$ cat src/sv/text_console_writer_assert.svh
// ---------------------------------------------------------------------------
// text_console_writer_assert.svh
// Assertion macros for the text console writer. Define NO_ASSERTIONS to
// compile them out.
// ---------------------------------------------------------------------------
`ifndef TEXT_CONSOLE_WRITER_ASSERT_SVH
`define TEXT_CONSOLE_WRITER_ASSERT_SVH

`ifndef NO_ASSERTIONS

// consequent must hold in the same cycle as the antecedent
`define TCW_ASSERT_NOW(lbl, ante, cons) \
	lbl: assert property (@(posedge clk) disable iff (!arst_n) (ante) |-> (cons)) \
		else $error("text_console_writer: assertion failed");

// consequent must hold in the cycle after the antecedent
`define TCW_ASSERT_NEXT(lbl, ante, cons) \
	lbl: assert property (@(posedge clk) disable iff (!arst_n) (ante) |=> (cons)) \
		else $error("text_console_writer: assertion failed");

`else

`define TCW_ASSERT_NOW(lbl, ante, cons)
`define TCW_ASSERT_NEXT(lbl, ante, cons)

`endif

`endif

$ cat src/sv/tcw_pkg.sv
// ---------------------------------------------------------------------------
// tcw_pkg
// Shared field widths, request and character codes, and the command and
// status bundles between controller and datapath.
// ---------------------------------------------------------------------------
`timescale 1ns / 1ps

package tcw_pkg;

	localparam int REQ_W     = 2;
	localparam int CHAR_W    = 8;
	localparam int IDX_W     = 11;
	localparam int COL_OUT_W = 7;
	localparam int ROW_OUT_W = 5;
	localparam int LOC_W     = 11;
	localparam int CELL_W    = 16;
	localparam int COLOR_W   = 4;
	localparam int CFG_IDX_W = 1;

	localparam logic [REQ_W-1:0] REQ_PUT   = 2'd0;
	localparam logic [REQ_W-1:0] REQ_CLEAR = 2'd1;
	localparam logic [REQ_W-1:0] REQ_READ  = 2'd2;

	localparam logic [CFG_IDX_W-1:0] REG_FG = 1'b0;
	localparam logic [CFG_IDX_W-1:0] REG_BG = 1'b1;

	localparam logic [COLOR_W-1:0] FG_RESET = 4'hF;
	localparam logic [COLOR_W-1:0] BG_RESET = 4'h0;

	localparam logic [CHAR_W-1:0] CH_BS       = 8'h08;
	localparam logic [CHAR_W-1:0] CH_TAB      = 8'h09;
	localparam logic [CHAR_W-1:0] CH_LF       = 8'h0A;
	localparam logic [CHAR_W-1:0] CH_CR       = 8'h0D;
	localparam logic [CHAR_W-1:0] CH_PRINT_LO = 8'h20;
	localparam logic [CHAR_W-1:0] CH_PRINT_HI = 8'h7F;

	localparam logic [CELL_W-1:0] BLANK_CELL = 16'h0F20;

	typedef struct packed {
		logic accept;    // capture request fields
		logic put;       // apply a put step to the cursor (and write the cell for a printable character)
		logic cnt_clr;   // walk counter to zero
		logic cnt_inc;   // advance walk counter
		logic copy_rd;   // scroll: read cell one row below the counter
		logic blank_we;  // write blank at the counter
		logic cell_rd;   // read the requested cell
		logic emit;      // load result registers and strobe done
	} tcw_cmd_t;

	typedef struct packed {
		logic need_scroll;
		logic copy_last;
		logic cnt_last;
	} tcw_stat_t;

endpackage

$ cat src/sv/tcw_ctrl.sv
// ---------------------------------------------------------------------------
// tcw_ctrl
// Sequencer of the text console writer: reset clearing pass, put, scroll,
// clear and read transactions.
// ---------------------------------------------------------------------------
`timescale 1ns / 1ps

module tcw_ctrl (
	input  logic                      clk,
	input  logic                      arst_n,
	input  logic                      start,
	input  logic [tcw_pkg::REQ_W-1:0] req_type,
	output logic                      busy,
	output tcw_pkg::tcw_cmd_t         cmd,
	input  tcw_pkg::tcw_stat_t        stat
);

	import tcw_pkg::*;

	typedef enum logic [7:0] {
		ST_INIT   = 8'b0000_0001,
		ST_IDLE   = 8'b0000_0010,
		ST_PUT    = 8'b0000_0100,
		ST_SCROLL = 8'b0000_1000,
		ST_DRAIN  = 8'b0001_0000,
		ST_BLANK  = 8'b0010_0000,
		ST_READ   = 8'b0100_0000,
		ST_DONE   = 8'b1000_0000
	} tcw_state_t;

	tcw_state_t state_q;
	tcw_state_t state_d;

	always_comb begin
		state_d = state_q;
		cmd     = '0;
		unique case (state_q)
			ST_INIT: begin
				cmd.blank_we = 1'b1;
				cmd.cnt_inc  = 1'b1;
				if (stat.cnt_last) begin
					state_d = ST_IDLE;
				end
			end
			ST_IDLE: begin
				if (start) begin
					cmd.accept = 1'b1;
					unique case (req_type)
						REQ_PUT:   state_d = ST_PUT;
						REQ_CLEAR: begin
							cmd.cnt_clr = 1'b1;
							state_d     = ST_BLANK;
						end
						REQ_READ:  state_d = ST_READ;
						default:   state_d = ST_DONE;
					endcase
				end
			end
			ST_PUT: begin
				cmd.put     = 1'b1;
				cmd.cnt_clr = 1'b1;
				state_d     = stat.need_scroll ? ST_SCROLL : ST_DONE;
			end
			ST_SCROLL: begin
				cmd.copy_rd = 1'b1;
				cmd.cnt_inc = 1'b1;
				if (stat.copy_last) begin
					state_d = ST_DRAIN;
				end
			end
			// last copy write lands here; counter now points at the bottom row
			ST_DRAIN: state_d = ST_BLANK;
			ST_BLANK: begin
				cmd.blank_we = 1'b1;
				cmd.cnt_inc  = 1'b1;
				if (stat.cnt_last) begin
					state_d = ST_DONE;
				end
			end
			ST_READ: begin
				cmd.cell_rd = 1'b1;
				state_d     = ST_DONE;
			end
			ST_DONE: begin
				cmd.emit = 1'b1;
				state_d  = ST_IDLE;
			end
			default: state_d = ST_IDLE;
		endcase
	end

	always_ff @(posedge clk or negedge arst_n) begin
		if (!arst_n) begin
			state_q <= ST_INIT;
		end else begin
			state_q <= state_d;
		end
	end

	assign busy = (state_q != ST_IDLE);

endmodule
$ cat config.mk
export PLATFORM = sky130hd
export DESIGN_NAME = tcw_ctrl
export DESIGN_NICKNAME = d
export VERILOG_FILES = /design/src/sv/text_console_writer_assert.svh /design/src/sv/tcw_pkg.sv /design/src/sv/tcw_ctrl.sv
export SDC_FILE = /design/constraint.sdc
export NUM_CORES = 1
export LEC_CHECK = 0
export BUFFER_PORTS_ARGS = -buffer_cell sky130_fd_sc_hd__buf_2
export CAP_MARGIN = 20
export CORE_AREA = 2 2 39 41
export DETAILED_ROUTE_END_ITERATION = 16
export DIE_AREA = 0 0 41 43
export HOLD_SLACK_MARGIN = 0.06
export PLACE_DENSITY_LB_ADDON = 0.12
export SYNTH_ARGS = -nofsm -noshare
export SYNTH_HDL_FRONTEND = slang
export SYNTH_SLANG_ARGS = --single-unit
$ cat constraint.sdc
create_clock -name clk -period 1.8 [get_ports clk]
set_input_delay 0.36 -clock clk [delete_from_list [all_inputs] [get_ports clk]]
set_output_delay 0.36 -clock clk [all_outputs]
set_load 0.02 [all_outputs]
==> qor.csv <==
metric,value,unit
status,"complete, but fails checks",
failed_checks,setup timing,
synth_top_family_by_area,simple AND/OR/NAND/NOR gates,
drive_gt1_frac,0.6154,
top_register,state_q,
cts_made_buffers,3,
gp_congestion,0.8471,
worstSkewPairLatency,0.25,ns
path_buf_inv,2,
synth_top_cell_by_area,dfrtp_1,
netSwitchingFraction,0.4416,
synth_cells,66,
yosysSeqAreaShare,0.3375,
power_frac_comb,0.673,
start_util,0.4313,
yosys-top-cells-count,"dfrtp_1, nor2_1, inv_1, nand2_1, nor3_1",
drtPass1Iterations,5,
fillers,112,
num_antenna_cells,0,
whs,0.2993,ns
crit_type,reg2out,
area_delta_synth_final,59.33,%
synth_top_area_share,0.2935,
rsz0062_at_grt,yes,
grt_pass1_vias,619,
die_h,43,um
p_leak,0.0004393,uW
worstMarginPinSlew,0.4274,ns
dpl.hpwl,1156,um
synth_compound_area_frac,0.1300,
min_path_type,in2reg,
fin_ws,-0.05487,ns
finalHoldViolations,0,
largest_reg_flops,8,
ios,17,
syn_area,596.8,um2
drv_slew,0,
cts-root-buf,clkbuf_4,
yosysWarnings,0,
grt_max_degree,10,
power_density,1398,nW/um2
wire_per_inst,15.83,um
antenna_found_initial,0,
cpPeakStageDelay,0.46,ns
power_frac_seq,0.215,
synth_ff_type,dfrtp_1,
cts.sinks,8,
synth.area.top_cells,"dfrtp_1, buf_6, dfstp_2",
worstPathRequired,1.44,ns
path_clk_slew,0.06,ns
place_ws,0.05600,ns
p_clk_frac,0.112,
synth.avg_cell_area,9.043,um2
final.setup_skew,0.006607,ns
dieArea,1763,um2
yosysUniqueCellTypes,28,
final.period_utilization,1.030,
slew_headroom,0.7110,
cts_buffer_depth,2,
core-area,1384,um2
syn_nets,74,
fmax,539.1,MHz
setup_viol,3,
p_sw,587.3,uW
via_per_inst,5.767,
synthArstFlopShare,1.000,
r2r-start,state_q[0],
crit_start,state_q[4],
grt_util_all_layers,0.2375,
ir_worst_vdd,0.7965,mV
drc_errors,0,
p_int,742.5,uW
ys_ff_latch,8,
cap_viol_max_count,0,
htreeDepth,1,
synth_edf_count,0,
antenna_left,0,
die_x,41,um
fin_nets,113,
startpoint_type,flip-flop,
worstHoldStart,req_type[1],
drt_wl_total,1900,um
std_cell_rows,14,
numPortBuffers,16,
synthMuxAreaShare,0,
crit_fanout,5,
synth-simple-area-share,0.3857,
crit_path_cell_trace,"buf_4, nor4_2, and4b_1, buf_2",
period_minus_slack,1.855,ns
synth-xor-area-share,0.05870,
gr-total-overflow,0,
reg_top3,state_q x8,
cp_top_family,flip-flops,
end_kind,primary output,
synth_fa_ha_area_frac,0,
cp.arrival,1.49,ns
via_count,692,
drtIter0Drc,14,
cts_tree,done,
critPathSlowestCell,dfrtp_2,
grt_pass1_wl,2815,um
kinds of logic (layout without fill, tap and decap cells):
logic type / count (synthesis) / after routing
flops: 8 / 8
compound gates: 8 / 8
xor+xnor: 4 / 4
simple gates: 38 / 38
buf+inv: 8 / 46
per-layer routing:
metal	up-vias	GRT usage	share of wire
met2	23	0.3750	0.53
met3	2	0.03665	0.045
li1	324	-	-
met1	343	0.3142	0.42
met5	-	0	0
met4	0	0.08667	0.0032
layout make-up:
| class | count | area [um2] | area share |
|---|---|---|---|
| Multi-Input combinational cell | 50 | 414.1 | 0.4355 |
| Timing Repair Buffer | 37 | 265.3 | 0.2789 |
| Sequential cell | 8 | 206.4 | 0.2171 |
| Clock buffer | 4 | 26.28 | 0.02763 |
| Tap cell | 16 | 20.02 | 0.02105 |
| Inverter | 5 | 18.77 | 0.01974 |
power groups by stage:
| stage | sequential [uW] | clock, uW | combinational [uW] |
|---|---|---|---|
| 4_1_cts | 282 | 151 | 769 |
| 3_3_place_gp | 264 | 0 | 662 |
| 6_report | 286 | 149 | 896 |
| 2_1_floorplan | 250 | 0 | 484 |
| 5_1_grt | 291 | 167 | 951 |
| 3_5_place_dp | 265 | 0 | 657 |
what timing repair did:
| item | in CTS | in global routing |
|---|---|---|
| pin swaps | 5 | 7 |
| setup endpoints to repair | 7 | 8 |
| resized for setup | 20 | 7 |
| hold buffers | 1 | 0 |
| setup buffers | 9 | 6 |
| hold endpoints to repair | 7 | 0 |
path summary, 6_finish.rpt:
path | to | depth (start not counted) | slack, ns
max | cmd[0] | 4 | -0.05
min | state_q[2] | 2 | 0.30
max reg2reg | state_q[1] | 5 | 0.14
min reg2reg | state_q[5] | 3 | 0.65
max in group asynchronous | state_q[0] | 2 | 1.07
min in group asynchronous | state_q[5] | 2 | 0.49
cells in the final DEF (no fill, tap or decap), types with 2 or more instances in the layout:
cell type,instances
buf_4,20
buf_2,12
nor2_1,4
buf_6,4
dfrtp_2,4
nor2_4,3
nand4_1,3
nor3_2,3
nand2_1,3
inv_1,3
nor4b_1,3
clkbuf_4,3
dfrtp_1,3
nor2b_1,2
inv_2,2
nand2_2,2
nor2_2,2
nor3_1,2
xnor2_1,2
nand3_1,2
o32ai_1,2
nor4_1,2
through the flow:
step | cells | util | TNS, ns | total power [uW] | cell area, um2
floorplan | 66 | - | -0.09214 | 734.6 | 604.3
CTS | 114 | 0.6392 | -0.06148 | 1202 | 884.6
global route | 120 | 0.6872 | -0.3940 | 1409 | 950.9
finish | 120 | 0.6872 | -0.1335 | 1330 | 950.9
detailed placement | 100 | 0.5118 | 0 | 922.5 | 708.2
global placement | 100 | 0.5118 | 0 | 925.6 | 708.2
Power figures use the tool's default switching activity.
